[src/hdl/bdq_pkg.sv]
`timescale 1ns / 1ps

package bdq_pkg;

  // Fixed field widths of the item and result, and the default capacity.
  localparam int DATA_W    = 32;
  localparam int ACT_W     = 2;
  localparam int ST_W      = 2;
  localparam int OCC_W     = 5;
  localparam int DEPTH_DEF = 16;

  // Operation requested by one item.
  typedef enum logic [ACT_W-1:0] {
    ACT_PUSH_FRONT = 2'd0,
    ACT_PUSH_REAR  = 2'd1,
    ACT_POP_FRONT  = 2'd2,
    ACT_POP_REAR   = 2'd3
  } action_e;

  // Outcome reported with each result.
  typedef enum logic [ST_W-1:0] {
    ST_OK    = 2'd0,
    ST_FULL  = 2'd1,
    ST_EMPTY = 2'd2
  } status_e;

  // Per-cycle command broadcast from the controller to every cell.
  typedef struct packed {
    logic shift_right;  // push at the front: every word moves one cell back
    logic shift_left;   // pop at the front: every word moves one cell forward
    logic wr_rear;      // push at the rear: the cell at the fill level loads
    logic rd_en;        // a successful pop reads one cell
  } cell_cmd_t;

endpackage

[src/hdl/bdq_cell.sv]
`timescale 1ns / 1ps

module bdq_cell #(
  parameter int INDEX = 0,
  parameter int CNT_W = 5
) (
  input  logic                         clk_i,
  input  bdq_pkg::cell_cmd_t           cmd_i,
  input  logic [CNT_W-1:0]             count_i,
  input  logic [CNT_W-1:0]             rd_idx_i,
  input  logic [bdq_pkg::DATA_W-1:0]   push_value_i,
  input  logic [bdq_pkg::DATA_W-1:0]   prev_i,
  input  logic [bdq_pkg::DATA_W-1:0]   next_i,
  output logic [bdq_pkg::DATA_W-1:0]   data_o,
  output logic [bdq_pkg::DATA_W-1:0]   tap_o
);

  localparam logic [CNT_W-1:0] MyIdx = CNT_W'(INDEX);

  logic [bdq_pkg::DATA_W-1:0] data_q;
  logic [bdq_pkg::DATA_W-1:0] data_d;

  // Next word: take from the front neighbor, the back neighbor, or the pushed word.
  always_comb begin
    data_d = data_q;
    priority if (cmd_i.shift_right) begin
      data_d = prev_i;
    end else if (cmd_i.shift_left) begin
      data_d = next_i;
    end else if (cmd_i.wr_rear && (count_i == MyIdx)) begin
      data_d = push_value_i;
    end else begin
      data_d = data_q;
    end
  end

  always_ff @(posedge clk_i) begin
    data_q <= data_d;
  end

  assign data_o = data_q;

  // The addressed cell drives its word onto the OR-combined read bus.
  assign tap_o = (cmd_i.rd_en && (rd_idx_i == MyIdx)) ? data_q : '0;

endmodule

[src/hdl/bdq_ctrl.sv]
`timescale 1ns / 1ps

module bdq_ctrl #(
  parameter int DEPTH = bdq_pkg::DEPTH_DEF,
  parameter int CNT_W = $clog2(DEPTH + 1)
) (
  input  logic                        clk_i,
  input  logic                        rst_ni,
  input  logic                        accept_i,
  input  logic [bdq_pkg::ACT_W-1:0]   action_i,
  output bdq_pkg::cell_cmd_t          cmd_o,
  output logic [CNT_W-1:0]            count_o,
  output logic [CNT_W-1:0]            rd_idx_o,
  output logic                        valid_o,
  output logic [bdq_pkg::ST_W-1:0]    status_o,
  output logic [bdq_pkg::OCC_W-1:0]   occupancy_o
);

  localparam logic [CNT_W-1:0] Full = CNT_W'(DEPTH);
  localparam logic [CNT_W-1:0] One  = CNT_W'(1);

  logic [CNT_W-1:0]          count_q, count_d;
  logic                      valid_q;
  bdq_pkg::status_e          status_q, status_d;
  logic                      full, empty;

  assign full  = (count_q == Full);
  assign empty = (count_q == '0);

  // Decode the operation into a cell command and the new fill level.
  always_comb begin
    cmd_o    = '0;
    count_d  = count_q;
    status_d = bdq_pkg::ST_OK;
    rd_idx_o = '0;
    if (accept_i) begin
      unique case (bdq_pkg::action_e'(action_i))
        bdq_pkg::ACT_PUSH_FRONT: begin
          if (full) begin
            status_d = bdq_pkg::ST_FULL;
          end else begin
            cmd_o.shift_right = 1'b1;
            count_d = count_q + One;
          end
        end
        bdq_pkg::ACT_PUSH_REAR: begin
          if (full) begin
            status_d = bdq_pkg::ST_FULL;
          end else begin
            cmd_o.wr_rear = 1'b1;
            count_d = count_q + One;
          end
        end
        bdq_pkg::ACT_POP_FRONT: begin
          if (empty) begin
            status_d = bdq_pkg::ST_EMPTY;
          end else begin
            cmd_o.shift_left = 1'b1;
            cmd_o.rd_en = 1'b1;
            count_d = count_q - One;
          end
        end
        bdq_pkg::ACT_POP_REAR: begin
          if (empty) begin
            status_d = bdq_pkg::ST_EMPTY;
          end else begin
            cmd_o.rd_en = 1'b1;
            rd_idx_o = count_q - One;
            count_d = count_q - One;
          end
        end
        default: begin
          status_d = bdq_pkg::ST_OK;
        end
      endcase
    end
  end

  // Fill level and the registered status part of the result.
  always_ff @(posedge clk_i or negedge rst_ni) begin
    if (!rst_ni) begin
      count_q  <= '0;
      valid_q  <= 1'b0;
      status_q <= bdq_pkg::ST_OK;
    end else begin
      count_q  <= count_d;
      valid_q  <= accept_i;
      if (accept_i) begin
        status_q <= status_d;
      end
    end
  end

  assign count_o     = count_q;
  assign valid_o     = valid_q;
  assign status_o    = status_q;
  assign occupancy_o = bdq_pkg::OCC_W'(count_q);

  // The fill level never passes the capacity.
  assert property (@(posedge clk_i) disable iff (!rst_ni) count_q <= Full)
    else $error("fill level above capacity");

  // A refused operation leaves the fill level where it was.
  assert property (@(posedge clk_i) disable iff (!rst_ni)
    accept_i && (status_d != bdq_pkg::ST_OK) |=> $stable(count_q))
    else $error("refused operation changed the fill level");

  // Every accepted item yields a result in the next cycle, and only then.
  assert property (@(posedge clk_i) disable iff (!rst_ni) valid_q == $past(accept_i))
    else $error("result strobe out of step with accepted items");

  // A full refusal is only reported when the queue was at capacity.
  assert property (@(posedge clk_i) disable iff (!rst_ni)
    valid_q && (status_q == bdq_pkg::ST_FULL) |-> $past(full))
    else $error("full reported below capacity");

endmodule

[src/hdl/bounded_deque.sv]
`timescale 1ns / 1ps

// Fixed-capacity double-ended queue of signed 32-bit words.
// Input channel: an item (action_i, push_value_i) is taken at a rising edge where
// start is high and busy is low. busy is held low: an item may be issued every cycle.
// action_i: 0 push at the front, 1 push at the rear, 2 pop from the front, 3 pop from
// the rear. push_value_i is ignored for pops.
// Result channel: exactly one result per item, shown for one cycle with valid_o high,
// in the cycle after the item was taken. pop_value_o holds the removed word on a good
// pop and zero otherwise; status_o is 0 ok, 1 push refused (full), 2 pop refused
// (empty); occupancy_o is the word count after the operation (low 5 bits).
// Throughput is one item per cycle: the words sit in a row of DEPTH cells that shift
// toward the back on a front push and toward the front on a front pop; a rear push
// loads the cell at the fill level and a rear pop reads the cell just below it.
// A refused operation leaves the contents unchanged.
// Reset empties the queue at once; no clearing pass is needed, as the fill level
// alone decides which cells hold words.
// The receiver cannot stall: a result not taken in its cycle is gone.

module bounded_deque #(
  parameter int DEPTH = bdq_pkg::DEPTH_DEF
) (
  input  logic                                clk_i,
  input  logic                                rst_ni,
  input  logic                                start,
  output logic                                busy,
  input  logic        [bdq_pkg::ACT_W-1:0]    action_i,
  input  logic signed [bdq_pkg::DATA_W-1:0]   push_value_i,
  output logic                                valid_o,
  output logic signed [bdq_pkg::DATA_W-1:0]   pop_value_o,
  output logic        [bdq_pkg::ST_W-1:0]     status_o,
  output logic        [bdq_pkg::OCC_W-1:0]    occupancy_o
);

  localparam int CNT_W = $clog2(DEPTH + 1);

  logic                        accept;
  bdq_pkg::cell_cmd_t          cmd;
  logic [CNT_W-1:0]            count;
  logic [CNT_W-1:0]            rd_idx;
  logic [bdq_pkg::DATA_W-1:0]  cell_data [DEPTH];
  logic [bdq_pkg::DATA_W-1:0]  cell_tap  [DEPTH];
  logic [bdq_pkg::DATA_W-1:0]  rd_word;
  logic [bdq_pkg::DATA_W-1:0]  pop_value_q;

  assign busy   = 1'b0;
  assign accept = start && !busy;

  bdq_ctrl #(
    .DEPTH (DEPTH),
    .CNT_W (CNT_W)
  ) u_ctrl (
    .clk_i       (clk_i),
    .rst_ni      (rst_ni),
    .accept_i    (accept),
    .action_i    (action_i),
    .cmd_o       (cmd),
    .count_o     (count),
    .rd_idx_o    (rd_idx),
    .valid_o     (valid_o),
    .status_o    (status_o),
    .occupancy_o (occupancy_o)
  );

  // Row of storage cells; cell 0 holds the front word.
  for (genvar i = 0; i < DEPTH; i++) begin : g_cell
    logic [bdq_pkg::DATA_W-1:0] prev_word;
    logic [bdq_pkg::DATA_W-1:0] next_word;

    if (i == 0) begin : g_first
      assign prev_word = push_value_i;
    end else begin : g_mid_prev
      assign prev_word = cell_data[i-1];
    end

    if (i == DEPTH - 1) begin : g_last
      assign next_word = '0;
    end else begin : g_mid_next
      assign next_word = cell_data[i+1];
    end

    bdq_cell #(
      .INDEX (i),
      .CNT_W (CNT_W)
    ) u_cell (
      .clk_i        (clk_i),
      .cmd_i        (cmd),
      .count_i      (count),
      .rd_idx_i     (rd_idx),
      .push_value_i (push_value_i),
      .prev_i       (prev_word),
      .next_i       (next_word),
      .data_o       (cell_data[i]),
      .tap_o        (cell_tap[i])
    );
  end

  // At most one cell drives its tap, so an OR collects the popped word.
  always_comb begin
    rd_word = '0;
    for (int k = 0; k < DEPTH; k++) begin
      rd_word = rd_word | cell_tap[k];
    end
  end

  // Popped word register; zero unless the pop succeeded.
  always_ff @(posedge clk_i) begin
    if (accept) begin
      pop_value_q <= cmd.rd_en ? rd_word : '0;
    end
  end

  assign pop_value_o = pop_value_q;

endmodule

[config.mk]
export PLATFORM = sky130hd
export DESIGN_NAME = bounded_deque
export DESIGN_NICKNAME = d
export VERILOG_FILES = /design/src/hdl/bdq_pkg.sv /design/src/hdl/bdq_cell.sv /design/src/hdl/bdq_ctrl.sv /design/src/hdl/bounded_deque.sv
export SDC_FILE = /design/constraint.sdc
export NUM_CORES = 1
export LEC_CHECK = 0
export BUFFER_PORTS_ARGS = -buffer_cell sky130_fd_sc_hd__buf_2
export CAP_MARGIN = 40
export CORE_ASPECT_RATIO = 1.5
export CORE_MARGIN = 3
export CORE_UTILIZATION = 25
export CTS_BUF_LIST = sky130_fd_sc_hd__clkbuf_4 sky130_fd_sc_hd__clkbuf_8
export DETAILED_ROUTE_END_ITERATION = 10
export GPL_TIMING_DRIVEN = 0
export PLACE_DENSITY = 0.48
export SYNTH_ARGS = -nofsm -noshare
export SYNTH_HDL_FRONTEND = slang
export SYNTH_HIERARCHICAL = 1
export SYNTH_SLANG_ARGS = --single-unit
export TNS_END_PERCENT = 5
[constraint.sdc]
create_clock -name clk_i -period 6.5 [get_ports clk_i]
set_input_delay 0.975 -clock clk_i [delete_from_list [all_inputs] [get_ports clk_i]]
set_output_delay 0.975 -clock clk_i [all_outputs]
set_load 0.1 [all_outputs]
==> metrics.md <==
| Metric | Value |
|---|---|
| RSZ-0062 raised after global routing | `no` |
| DP Worst Slack | `1570 ps` |
| Clk pwr share | `0.299` |
| Drt wl/cell | `22.6 µm` |
| Post-Synthesis Cells | `3662` |
| Family with the most delay on the worst path | `simple AND/OR/NAND/NOR gates` |
| CP peak stage delay | `920 ps` |
| Final worst-path cycle share | `0.725` |
| Maximum vdd drop | `0.218 mV` |
| Syn. warnings | `6` |
| Seq pwr share | `0.453` |
| Core area | `148000 µm²` |
| First-pass GRT wire length | `192000 µm` |
| Initial Util | `0.252` |
| Max Freq | `212 MHz` |
| Sw frac | `0.354` |
| Layout overhead on the synthesized area | `14.2%` |
| Min-Delay Path Depth | `1` |
| Critical path type | `reg -> reg` |
| Ports | `78` |
| Die footprint | `155000 µm²` |
| Num CTS Buffers | `94` |
| EDFF count, synth | `544` |
| Crit path time final | `4710 ps` |
| Reg2reg path depth | `11` |
| Static Leakage | `0.0148 µW` |
| Gpl congestion | `0.909` |
| Hold Path Class | `reg -> reg` |
| DIE WIDTH | `322 µm` |
| Synthesis-stage register bit count | `552` |
| Sequential area share after synthesis | `0.442` |
| HPWL after DPL | `112000 µm` |
| Setup crit end kind | `flop` |
| Core Util, Final | `0.288` |
| Drc violations | `0` |
| Initial DRC count | `2038` |
| Outcome | `complete, no violations` |
| Die Ht | `480 µm` |
| Vias per cell | `4.64` |
| Initial antenna violation count | `9` |
| Final Hold Fails | `0` |
| Worst path cell trace | `inv_1 > ha_1 > or3b_4 > o2111ai_2 > nor2_2 > buf_8 > nand4b_4 > buf_6 > nor3_2 > nor4_1 > a41oi_1` |
| Syn avg cell area | `10.2 µm²` |
| CP startpoint kind | `flop` |
| Max FO, Critical Path | `22` |
| Int Power | `6930 µW` |
| Min-delay src | `u_ctrl/status_o[0]$_DFFE_PN0P_` |
| Synth top area cells | `edfxtp_1, mux2i_1, nor3_2` |
| Post-route cell area | `42700 µm²` |
| Clock Pin Slew Worst Setup and Hold Paths | `60 ps` |
| Met2 GRT Util | `0.330` |
| Max-cap viol count | `0` |
| Reg2Reg Setup Slack | `1790 ps` |
| Total Wirelength | `133000 µm` |
| Slew @ Worst Pin | `949 ps` |
| Logic pwr share | `0.248` |
| Netlist Area Pre-Place | `37400 µm²` |
| Area leader, netlist | `edfxtp_1` |
| Layout cell share with drive strength beyond 1 | `0.228` |
| End of the worst hold path | `u_ctrl/status_o[0]$_DFFE_PN0P_` |
| Design Power | `10700 µW` |
| Worst Path Arrival | `5160 ps` |
| M3 GR Usage | `0.0225` |
| Final nets | `3931` |
| Root Buffer | `clkbuf_8` |
| GR peak layer | `met2` |
| Final hold slack | `496 ps` |
| Net switching power | `3790 µW` |
| RR Endpoint | `pop_value_o[9]$_SDFFCE_PN0P_` |
| Fillers | `15706` |
| Worst path required time | `6950 ps` |
| Max-slew violation count | `0` |
| Post-synth ARST share | `0.0145` |
| Post-cts resize count | `0` |
| Placed Area | `40900 µm²` |
| Total track usage | `0.170` |
| Htree depth | `3` |
| Largest net degree at the start of global routing | `33` |
| CTS tree | `done` |
| ANT nets after route | `0` |
| Dominant synthesized flop cell | `edfxtp_1` |
| CTS Buffer Depth | `3` |
| Worst-Skew Late Latency | `810 ps` |
| M1 GR Usage | `0.174` |
| Remaining Overflow, GRT | `0` |
| DR pass1 iterations | `6` |
| Post-CTS setup buffers | `0` |
| Vias in the first global route | `28419` |
| Row count | `173` |
| Port Buffers | `75` |
| Vias | `27344` |
| Sink Count | `552` |
| Slew HR | `0.361` |
| PwrDens | `251 nW/µm²` |
| Reg2Reg Launch Point | `u_ctrl/count_o[1]$_DFFE_PN0P_` |
| Netlist cell types | `51` |
| Clock Skews | `31.3 ps` |
| Worst path slowest cell | `dfrtp_1` |
| Setup violators final | `0` |
| Final worst slack | `1790 ps` |
| Share of the synthesized area in the top cell type | `0.436` |
| Worst path bufs/invs | `3` |
==> registers in the layout, indices dropped and copies added (netlist names) <==
name	count
pop_value_o	32
u_ctrl/status_o	2
g_cell.u_cell/data_o	512
u_ctrl/count_o	5
u_ctrl/valid_o	1
==> power by group through the flow <==
stage	sequential, µW	clock, µW	combinational, µW
detailed placement	4920	0	2670
floorplan	4870	0	1720
global placement	4950	0	2490
CTS	4850	3350	2670
finish	4850	3210	2650
global route	4910	3480	2840
==> repair_timing <==
action | 4_1_cts | 5_1_grt
setup endpoints to repair | 0 | 0
endpoints found under the hold margin | 8 | 0
hold buffers | 1 | 0
==> cells in the mapped netlist (30+ instances only) <==
library cell	n
buf_12	50
nor3_1	143
edfxtp_1	544
a41oi_1	32
mux2i_1	515
o21ai_0	204
nand2_1	513
nor3_2	309
o21ai_1	313
buf_2	118
nor4b_2	30
nor4_1	129
inv_1	491
clkbuf_1	49
nor3_4	30
buf_6	42
==> how the worst max path moves through the flow <==
stage / start / end / slack (ps) / cells after the start
2_1_floorplan: u_ctrl/count_o[0]$_DFFE_PN0P_ / g_cell[13].u_cell/data_o[0]$_DFFE_PP_ / 1480 / 9
5_1_grt: u_ctrl/count_o[1]$_DFFE_PN0P_ / g_cell[8].u_cell/data_o[20]$_DFFE_PP_ / 1630 / 8
4_1_cts: u_ctrl/count_o[1]$_DFFE_PN0P_ / g_cell[8].u_cell/data_o[21]$_DFFE_PP_ / 1870 / 9
3_3_place_gp: start / g_cell[13].u_cell/data_o[18]$_DFFE_PP_ / -1990 / 8
6_report: u_ctrl/count_o[1]$_DFFE_PN0P_ / pop_value_o[9]$_SDFFCE_PN0P_ / 1790 / 11
3_5_place_dp: start / g_cell[8].u_cell/data_o[21]$_DFFE_PP_ / 1570 / 8
==> kinds of logic (layout without fill, tap and decap cells) <==
group,Yosys count,after routing,synth area share
mux,515,515,0.138
other cells,1,37,0.000100
compound gates,573,573,0.0828
fa+ha+maj,2,2,0.000668
buf+inv,790,1061,0.119
xor+xnor,5,5,0.00117
flops,552,552,0.442
simple gates,1224,1224,0.217
==> stage by stage <==
stage	cells	TNS, ps
2_1_floorplan	3694	0
3_3_place_gp	5694	-593000
3_5_place_dp	5720	0
4_1_cts	5890	0
5_1_grt	5891	0
6_report	5894	0
==> layout by cell type, fill, tap and decap left out, types with 6 or more instances in the layout <==
cell | Yosys | layout
buf_8 | 10 | 17
nand2_1 | 513 | 513
clkbuf_1 | 49 | 49
edfxtp_1 | 544 | 544
a311o_2 | 0 | 11
clkbuf_2 | 10 | 10
buf_6 | 42 | 43
buf_4 | 19 | 21
nor3_4 | 30 | 30
clkbuf_4 | 0 | 31
buf_2 | 118 | 193
nor4bb_1 | 8 | 8
nor3_1 | 143 | 142
nor3_2 | 309 | 310
conb_1 | 1 | 33
mux2i_1 | 515 | 515
inv_1 | 491 | 491
clkbuf_8 | 0 | 98
clkinv_1 | 0 | 24
clkinv_2 | 0 | 12
o21ai_1 | 313 | 313
buf_12 | 50 | 56
o21ai_0 | 204 | 202
a41oi_1 | 32 | 32
nor4_1 | 129 | 129
nand2b_1 | 12 | 12
buf_16 | 0 | 10
dfrtp_1 | 8 | 8
nor4b_2 | 30 | 30
nor4b_1 | 6 | 6
==> metal layers <==
metal | vias up | part of all wire | wire (µm)
met1 | 12900 | 0.35 | 47000
met5 | - | 0.00069 | 92
met2 | 783 | 0.55 | 72800
met4 | 14 | 0.059 | 7880
met3 | 259 | 0.040 | 5370
li1 | 13388 | - | -
==> final cells by class <==
cell class              count  area (µm²)  share of cell area
plain buffers             298        2590              0.0606
well taps                1925        2410              0.0563
clock buffers             129        1580              0.0370
repair buffers            102         912              0.0213
multi-input cells        2352       16700               0.390
clock inverters            40         204             0.00477
flip-flops and latches    552       16500               0.387
diodes                      4        10.0            0.000234
inverters                 492        1850              0.0432
No activity file was read; power rests on OpenSTA's default activity.
